File: src/sv/dams_pkg.sv
// Package for the driver assist mode supervisor: types, codes and the transition table.
`default_nettype none
package dams_pkg;

  localparam int ModeW = 4;

  // display modes
  localparam logic [ModeW-1:0] MODE_OFF      = 4'd0;
  localparam logic [ModeW-1:0] MODE_AVAIL    = 4'd1;
  localparam logic [ModeW-1:0] MODE_ENG1     = 4'd2;
  localparam logic [ModeW-1:0] MODE_ENG2     = 4'd3;
  localparam logic [ModeW-1:0] MODE_AVAIL_L3 = 4'd4;
  localparam logic [ModeW-1:0] MODE_ENG_L3   = 4'd5;
  localparam logic [ModeW-1:0] MODE_TAKEOVER = 4'd6;
  localparam logic [ModeW-1:0] MODE_MRM      = 4'd7;
  localparam logic [ModeW-1:0] MODE_DEGRADED = 4'd8;
  localparam logic [ModeW-1:0] MODE_FAULT    = 4'd9;
  localparam logic [ModeW-1:0] MODE_COUNT    = 4'd10;

  // operations
  localparam logic [1:0] OP_UPDATE = 2'd0;
  localparam logic [1:0] OP_TICK   = 2'd1;
  localparam logic [1:0] OP_REQ    = 2'd2;
  localparam logic [1:0] OP_FORCE  = 2'd3;

  localparam logic [31:0] SEQ_WRAP_THRESHOLD = 32'h8000_0000;
  localparam logic [31:0] SEQ_WRAP_LIMIT     = 32'd1000;
  localparam logic [15:0] WINDOW_RESET       = 16'd300;

  typedef struct packed {
    logic [1:0]       operation;
    logic [31:0]      time_ms;
    logic [31:0]      seq_number;
    logic             msg_valid;
    logic             assist_available;
    logic             assist_engaged;
    logic [2:0]       automation_level;
    logic [ModeW-1:0] target_mode;
    logic             force_degraded;
  } in_t;

  typedef struct packed {
    logic             accepted;
    logic [ModeW-1:0] mode;
    logic             transition_blocked;
    logic             stale_detected;
    logic             degraded_shown;
  } out_t;

  typedef struct packed {
    logic [ModeW-1:0] mode;
    logic [31:0]      last_seq;
    logic [31:0]      last_time;
    logic             stale_rep;
    logic             forced;
  } st_t;

  // bit t of the row for mode f: move f -> t allowed
  function automatic logic move_allowed(input logic [ModeW-1:0] from,
                                        input logic [ModeW-1:0] to);
    logic [15:0] row;
    row = 16'h0000;
    unique case (from)
      MODE_OFF:      row = 16'h0302;
      MODE_AVAIL:    row = 16'h031D;
      MODE_ENG1:     row = 16'h030F;
      MODE_ENG2:     row = 16'h030F;
      MODE_AVAIL_L3: row = 16'h0323;
      MODE_ENG_L3:   row = 16'h03D1;
      MODE_TAKEOVER: row = 16'h02A3;
      MODE_MRM:      row = 16'h0203;
      MODE_DEGRADED: row = 16'h0203;
      MODE_FAULT:    row = 16'h0001;
      default:       row = 16'h0000;
    endcase
    return (to < MODE_COUNT) && row[to];
  endfunction

  function automatic logic [ModeW-1:0] derive_mode(input logic       valid,
                                                   input logic       avail,
                                                   input logic       engaged,
                                                   input logic [2:0] level);
    logic [ModeW-1:0] m;
    m = MODE_OFF;
    if (valid && avail) begin
      if (engaged) begin
        if (level == 3'd1)      m = MODE_ENG1;
        else if (level == 3'd2) m = MODE_ENG2;
        else if (level >= 3'd3 && level <= 3'd5) m = MODE_ENG_L3;
        else                    m = MODE_OFF;
      end else begin
        m = (level >= 3'd3) ? MODE_AVAIL_L3 : MODE_AVAIL;
      end
    end
    return m;
  endfunction

endpackage
`default_nettype wire

File: src/sv/dams_core.sv
// Event evaluation: next supervisor state and result for one transaction.
`default_nettype none
module dams_core (
  input  wire dams_pkg::in_t  item,
  input  wire dams_pkg::st_t  st,
  input  wire logic [15:0]    window,
  output dams_pkg::st_t       st_nxt,
  output dams_pkg::out_t      res
);
  import dams_pkg::*;

  logic             seq_ok;
  logic [ModeW-1:0] want;
  logic [31:0]      age;
  logic             accepted;
  logic             blocked;
  logic             stale;

  assign seq_ok = (st.last_seq == 32'd0) || (item.seq_number > st.last_seq) ||
                  ((st.last_seq > SEQ_WRAP_THRESHOLD) &&
                   (item.seq_number < SEQ_WRAP_LIMIT));
  assign want = derive_mode(item.msg_valid, item.assist_available,
                            item.assist_engaged, item.automation_level);
  assign age = item.time_ms - st.last_time;

  always_comb begin
    st_nxt   = st;
    accepted = 1'b0;
    blocked  = 1'b0;
    stale    = 1'b0;
    unique case (item.operation)
      OP_UPDATE: begin
        if (seq_ok) begin
          accepted         = 1'b1;
          st_nxt.last_time = item.time_ms;
          st_nxt.last_seq  = item.seq_number;
          st_nxt.stale_rep = 1'b0;
          if (want != st.mode) begin
            if (move_allowed(st.mode, want)) st_nxt.mode = want;
            else                             blocked = 1'b1;
          end
        end
      end
      OP_TICK: begin
        if ((age > {16'd0, window}) && !st.stale_rep) begin
          st_nxt.stale_rep = 1'b1;
          if (st.mode != MODE_OFF && st.mode != MODE_FAULT) begin
            st_nxt.mode = MODE_DEGRADED;
            stale       = 1'b1;
          end
        end
      end
      OP_REQ: begin
        if (move_allowed(st.mode, item.target_mode)) begin
          st_nxt.mode = item.target_mode;
          accepted    = 1'b1;
        end else begin
          blocked = 1'b1;
        end
      end
      OP_FORCE: begin
        if (st.forced != item.force_degraded) begin
          st_nxt.forced = item.force_degraded;
          if (item.force_degraded) st_nxt.mode = MODE_DEGRADED;
        end
      end
      default: ;
    endcase
  end

  assign res.accepted           = accepted;
  assign res.mode               = st_nxt.mode;
  assign res.transition_blocked = blocked;
  assign res.stale_detected     = stale;
  assign res.degraded_shown     = (st_nxt.mode == MODE_DEGRADED) || st_nxt.forced;

endmodule
`default_nettype wire

File: src/sv/driver_assist_mode_supervisor.sv
// Top level of the driver assist mode supervisor.
// Usage:
//   Input channel in_valid/in_stall/in_data carries one event per transaction:
//   engagement update, time tick, transition request or forced-degraded set.
//   Output channel out_valid/out_stall/out_data returns exactly one result
//   per event, in order.
//   cfg_we/cfg_wdata write the 16-bit freshness window (ms); write only when
//   no transaction is in flight.
// Timing:
//   Two-stage path: an input register, then the evaluation logic, then the
//   result register, which loads as the event leaves the input register; a
//   held result register can keep the event waiting. Throughput is one event
//   per cycle while out_stall is low; supervisor state updates as an event
//   leaves the input register, so a following event sees it at once.
// Reset (rst_n low, synchronous): mode off, sequence and time zero, flags
//   cleared, window 300 ms, both stages empty.
// Stall: out_stall holds the result register; the input register still
//   fills, and in_stall rises only when both stages hold an event.
`default_nettype none
module driver_assist_mode_supervisor (
  input  wire                   clk,
  input  wire                   rst_n,
  input  wire                   in_valid,
  output logic                  in_stall,
  input  wire dams_pkg::in_t    in_data,
  output logic                  out_valid,
  input  wire                   out_stall,
  output dams_pkg::out_t        out_data,
  input  wire                   cfg_we,
  input  wire [15:0]            cfg_wdata
);
  import dams_pkg::*;

  logic        s1_valid_r;
  in_t         s1_data_r;
  logic        out_valid_r;
  out_t        out_data_r;
  st_t         st_r;
  st_t         st_nxt;
  out_t        res;
  logic [15:0] window_r;
  logic        s1_move;
  logic        in_take;

  assign s1_move  = s1_valid_r && (!out_valid_r || !out_stall);
  assign in_stall = s1_valid_r && !s1_move;
  assign in_take  = in_valid && !in_stall;

  dams_core u_core (
    .item   (s1_data_r),
    .st     (st_r),
    .window (window_r),
    .st_nxt (st_nxt),
    .res    (res)
  );

  always_ff @(posedge clk) begin
    if (!rst_n) begin
      s1_valid_r  <= 1'b0;
      out_valid_r <= 1'b0;
      st_r        <= '0;
      window_r    <= WINDOW_RESET;
    end else begin
      if (cfg_we) window_r <= cfg_wdata;
      if (in_take)      s1_valid_r <= 1'b1;
      else if (s1_move) s1_valid_r <= 1'b0;
      if (s1_move) begin
        out_valid_r <= 1'b1;
        st_r        <= st_nxt;
      end else if (!out_stall) begin
        out_valid_r <= 1'b0;
      end
    end
  end

  always_ff @(posedge clk) begin
    if (in_take) s1_data_r <= in_data;
    if (s1_move) out_data_r <= res;
  end

  assign out_valid = out_valid_r;
  assign out_data  = out_data_r;

endmodule
`default_nettype wire

File: config.mk
export PLATFORM = sky130hd
export DESIGN_NAME = driver_assist_mode_supervisor
export DESIGN_NICKNAME = d
export VERILOG_FILES = /design/src/sv/dams_pkg.sv /design/src/sv/dams_core.sv /design/src/sv/driver_assist_mode_supervisor.sv
export SDC_FILE = /design/constraint.sdc
export NUM_CORES = 1
export LEC_CHECK = 0
export BUFFER_PORTS_ARGS = -buffer_cell sky130_fd_sc_hd__buf_2
export CAP_MARGIN = 40
export CORE_MARGIN = 5
export CORE_UTILIZATION = 35
export DETAILED_ROUTE_END_ITERATION = 16
export SETUP_SLACK_MARGIN = 0.05
export SYNTH_ARGS = -nofsm -noshare
export SYNTH_HDL_FRONTEND = slang
export SYNTH_HIERARCHICAL = 1
export SYNTH_SLANG_ARGS = --single-unit
File: constraint.sdc
create_clock -name clk -period 5.4 [get_ports clk]
set_clock_uncertainty 0.2 [all_clocks]
set_input_delay 0.54 -clock clk [delete_from_list [all_inputs] [get_ports clk]]
set_output_delay 0.54 -clock clk [all_outputs]
set_load 0.005 [all_outputs]
==> flow_metrics.env <==
export IMPL_final_setup_fails=0
export IMPL_layout_common_cells="274 x sky130_fd_sc_hd__nand2_1, 107 x sky130_fd_sc_hd__o21ai_0, 106 x sky130_fd_sc_hd__buf_2, 95 x sky130_fd_sc_hd__mux2i_1, 90 x sky130_fd_sc_hd__inv_1"
export IMPL_grt_total_usage_pct=15.0
export IMPL_grt_pass1_wl_mm=43.9
export IMPL_crit_required_ns=5.39
export IMPL_post_route_min_period_ns=4.91
export IMPL_row_count=65
export IMPL_nFillCells=3161
export IMPL_place_worst_setup_slack_ns=0.530
export IMPL_clkSinkCount=173
export IMPL_final_hold_violation_count=0
export IMPL_drtIter0Drc=463
export IMPL_first_pass_iters=5
export IMPL_tightest_slew_ns=0.849
export IMPL_drcViolationCount=0
export IMPL_tritoncts="done"
export IMPL_worst_hold_path_type="primary input to register"
export IMPL_multi_input_comb_area_sq_mm=0.00612
export IMPL_drt_wl_total_mm=26.9
export IMPL_post_cts_resized_instances=0
export IMPL_cap_violations=0
export IMPL_fp_dieArea_sq_mm=0.0358
export IMPL_route_vias_total=9066
export IMPL_synth_main_ff_cell="sky130_fd_sc_hd__dfxtp_1"
export IMPL_cts_inserted_buffers=17
export IMPL_critical_path_max_fanout=4
export IMPL_syn_num_nets=1465
export IMPL_netSwitchingFraction_pct=29.3
export IMPL_ys_async_sr_fraction_pct=0
export IMPL_syn_instance_count=1282
export IMPL_setup_total_negative_slack_ns=0
export IMPL_irDropWorstVdd_uv=224
export IMPL_synth_ff_latch_count=173
export IMPL_start_kind="register"
export IMPL_rsz_0062_raised_after_global_routing="false"
export IMPL_antenna_violations_before_repair=0
export IMPL_sequentialPowerShare_pct=44.2
export IMPL_worst_setup_hold_path_clk_slew_ns=0.08
export IMPL_crit_end_element="register"
export IMPL_starting_density_of_the_core_pct=35.5
export IMPL_kind_of_critical_path="register to register"
export IMPL_number_of_antenna_violating_nets_in_the_routed_design=0
export IMPL_p_leak_nw=4.72
export IMPL_clk_path_buf_depth=2
export IMPL_layout_cells_most_common="sky130_fd_sc_hd__nand2_1"
export IMPL_grt_start_max_net_pins=90
export IMPL_pwr_share_comb_pct=17.3
export IMPL_grt_ovfl_total=0
export IMPL_hpwl_detailed_mm=19.8
export IMPL_switching_power_mw=0.985
export IMPL_synth_edf_count=85
export IMPL_final_max_slew_violation_count=0
export IMPL_vias_in_the_first_global_route=8658
export IMPL_worst_slack_ns=0.488
export IMPL_min_period_over_period_pct=91.0
export IMPL_dieHeight_um=189
export IMPL_post_cts_repair_setup_buffers=0
export IMPL_buffer_ports_inserted=107
export IMPL_clock_root_buffer="sky130_fd_sc_hd__clkbuf_16"
export IMPL_fmax_mhz=204
export IMPL_slew_headroom_pct=42.8
export IMPL_layout_area_seq_sq_mm=0.00431
export IMPL_antennaDiodeCount=0
export IMPL_ys_warnings_count=6
export IMPL_outcome="complete, no violations"
export IMPL_synth_cell_type_count=75
export IMPL_pwr_density_cell_mw_per_mm2=269
export IMPL_flow_area_growth_from_synthesis_pct=11.3
export IMPL_final_nets=1529
export IMPL_post_synth_instance_area_sq_mm=0.0112
export IMPL_cts_htree_levels=4
export IMPL_clkPwrFrac_pct=38.5
export IMPL_clk_insertion_delay_late_ns=0.44
export IMPL_final_instance_count_excl_fill=1761
export IMPL_gp_congestion=0.927
export IMPL_internal_power_mw=2.38
export IMPL_placeableCoreArea_sq_mm=0.0316
export IMPL_post_place_cells=1729
export IMPL_floorplan_io_pins=108
export IMPL_drive_gt1_share_pct=12.3
export IMPL_dieWidth_um=189
export IMPL_viasPerCell=5.15
export IMPL_syn_area_per_cell_sq_um=8.76
export IMPL_cts_hold_buf=0
export IMPL_drt_wirelength_per_cell_um=15.3
export IMPL_wp_data_arrival_ns=4.90
export IMPL_ys_seq_area_share_pct=38.4
state kept, by name, summed over array words and instances (netlist names):
| register | flops |
|---|---|
| s1_data_r | 77 |
| st_r | 70 |
| window_r | 16 |
| out_data | 8 |
| out_valid | 1 |
| s1_valid_r | 1 |
synth_stat cells, drive strengths merged (24+ instances only):
cell type  instances  share of area (%)
a21oi             67                3.0
buf               38                3.2
clkbuf            30                1.0
dfxtp             88                 16
edfxtp            85                 23
ha                84                9.4
inv               90                3.0
mux2i             95                8.5
nand2            275                9.2
nand4             26                1.4
nor2              44                1.5
nor2b             24                1.3
o21ai            111                4.9
power groups by stage:
stage               sequential [mW]  combinational (mW)  clock [mW]
floorplan                      1.50               0.449           0
global placement               1.52               0.569           0
detailed placement             1.52               0.580           0
CTS                            1.49               0.583        1.35
global route                   1.50               0.657        1.40
finish                         1.49               0.581        1.30
kinds of logic after synthesis:
family | share of synthesized area [%]
AO/OA/AOI/OAI | 15.4
XOR/XNOR | 1.48
adder cells (fa/ha/maj) | 9.54
buffers and inverters | 7.22
flip-flops | 38.4
multiplexers | 8.97
AND/OR/NAND/NOR | 18.9
per-layer routing:
metal / up-vias / routed length, um / global-route usage, %
met5: - / 0 / 0
met4: 0 / 227 / 3.17
met3: 15 / 1160 / 3.34
met2: 148 / 13200 / 26.4
met1: 4249 / 12300 / 18.9
li1: 4654 / - / -
path summary, 6_finish.rpt:
check	startpoint	slack [ns]	cells past startpoint	to
max reg2reg	s1_data_r[43]$_DFFE_PP_	0.49	20	out_data[0]$_DFFE_PP_
max	s1_data_r[43]$_DFFE_PP_	0.49	20	out_data[0]$_DFFE_PP_
min reg2reg	st_r[12]$_SDFFE_PN0P_	0.26	2	st_r[12]$_SDFFE_PN0P_
min	in_data[48]	0.06	1	s1_data_r[48]$_DFFE_PP_
metrics by stage:
| step | hold slack (ns) | power (mW) | instance area (sq um) | util (%) |
|---|---|---|---|---|
| CTS | 0.0384 | 3.42 | 12500 | 39.5 |
| floorplan | 0.235 | 1.95 | 11200 | - |
| detailed placement | 0.247 | 2.10 | 11900 | 37.6 |
| global placement | 0.242 | 2.09 | 11900 | 37.5 |
| finish | 0.0642 | 3.37 | 12500 | 39.5 |
| global route | 0.0309 | 3.55 | 12500 | 39.5 |
worst max-delay path: stages, from the launching register on:
cell and delay, ns:
sky130_fd_sc_hd__edfxtp_1 0.34, sky130_fd_sc_hd__inv_1 0.04, sky130_fd_sc_hd__ha_1 0.21, sky130_fd_sc_hd__fa_1 0.41, sky130_fd_sc_hd__nand2b_1 0.18, sky130_fd_sc_hd__a21oi_1 0.28, sky130_fd_sc_hd__nor2_1 0.13, sky130_fd_sc_hd__o21ai_0 0.32
sky130_fd_sc_hd__a21boi_0 0.20, sky130_fd_sc_hd__xnor2_1 0.16, sky130_fd_sc_hd__ha_1 0.30, sky130_fd_sc_hd__nand4_1 0.10, sky130_fd_sc_hd__nor2_1 0.13, sky130_fd_sc_hd__nand2_1 0.09, sky130_fd_sc_hd__o311a_1 0.14, sky130_fd_sc_hd__a2111oi_0 0.29
sky130_fd_sc_hd__o2111ai_1 0.24, sky130_fd_sc_hd__nor4_4 0.37, sky130_fd_sc_hd__nand2_2 0.11, sky130_fd_sc_hd__a31oi_1 0.29, sky130_fd_sc_hd__o31ai_1 0.12
final cells by class:
| cell class | count | share of cell area, % |
|---|---|---|
| Clock inverter | 14 | 1.41 |
| Sequential cell | 173 | 34.5 |
| Clock buffer | 18 | 3.43 |
| Multi-Input combinational cell | 950 | 48.9 |
| Tap cell | 402 | 4.02 |
| Timing Repair Buffer | 113 | 4.96 |
| Inverter | 91 | 2.73 |
No activity file was read; power rests on OpenSTA's default activity.
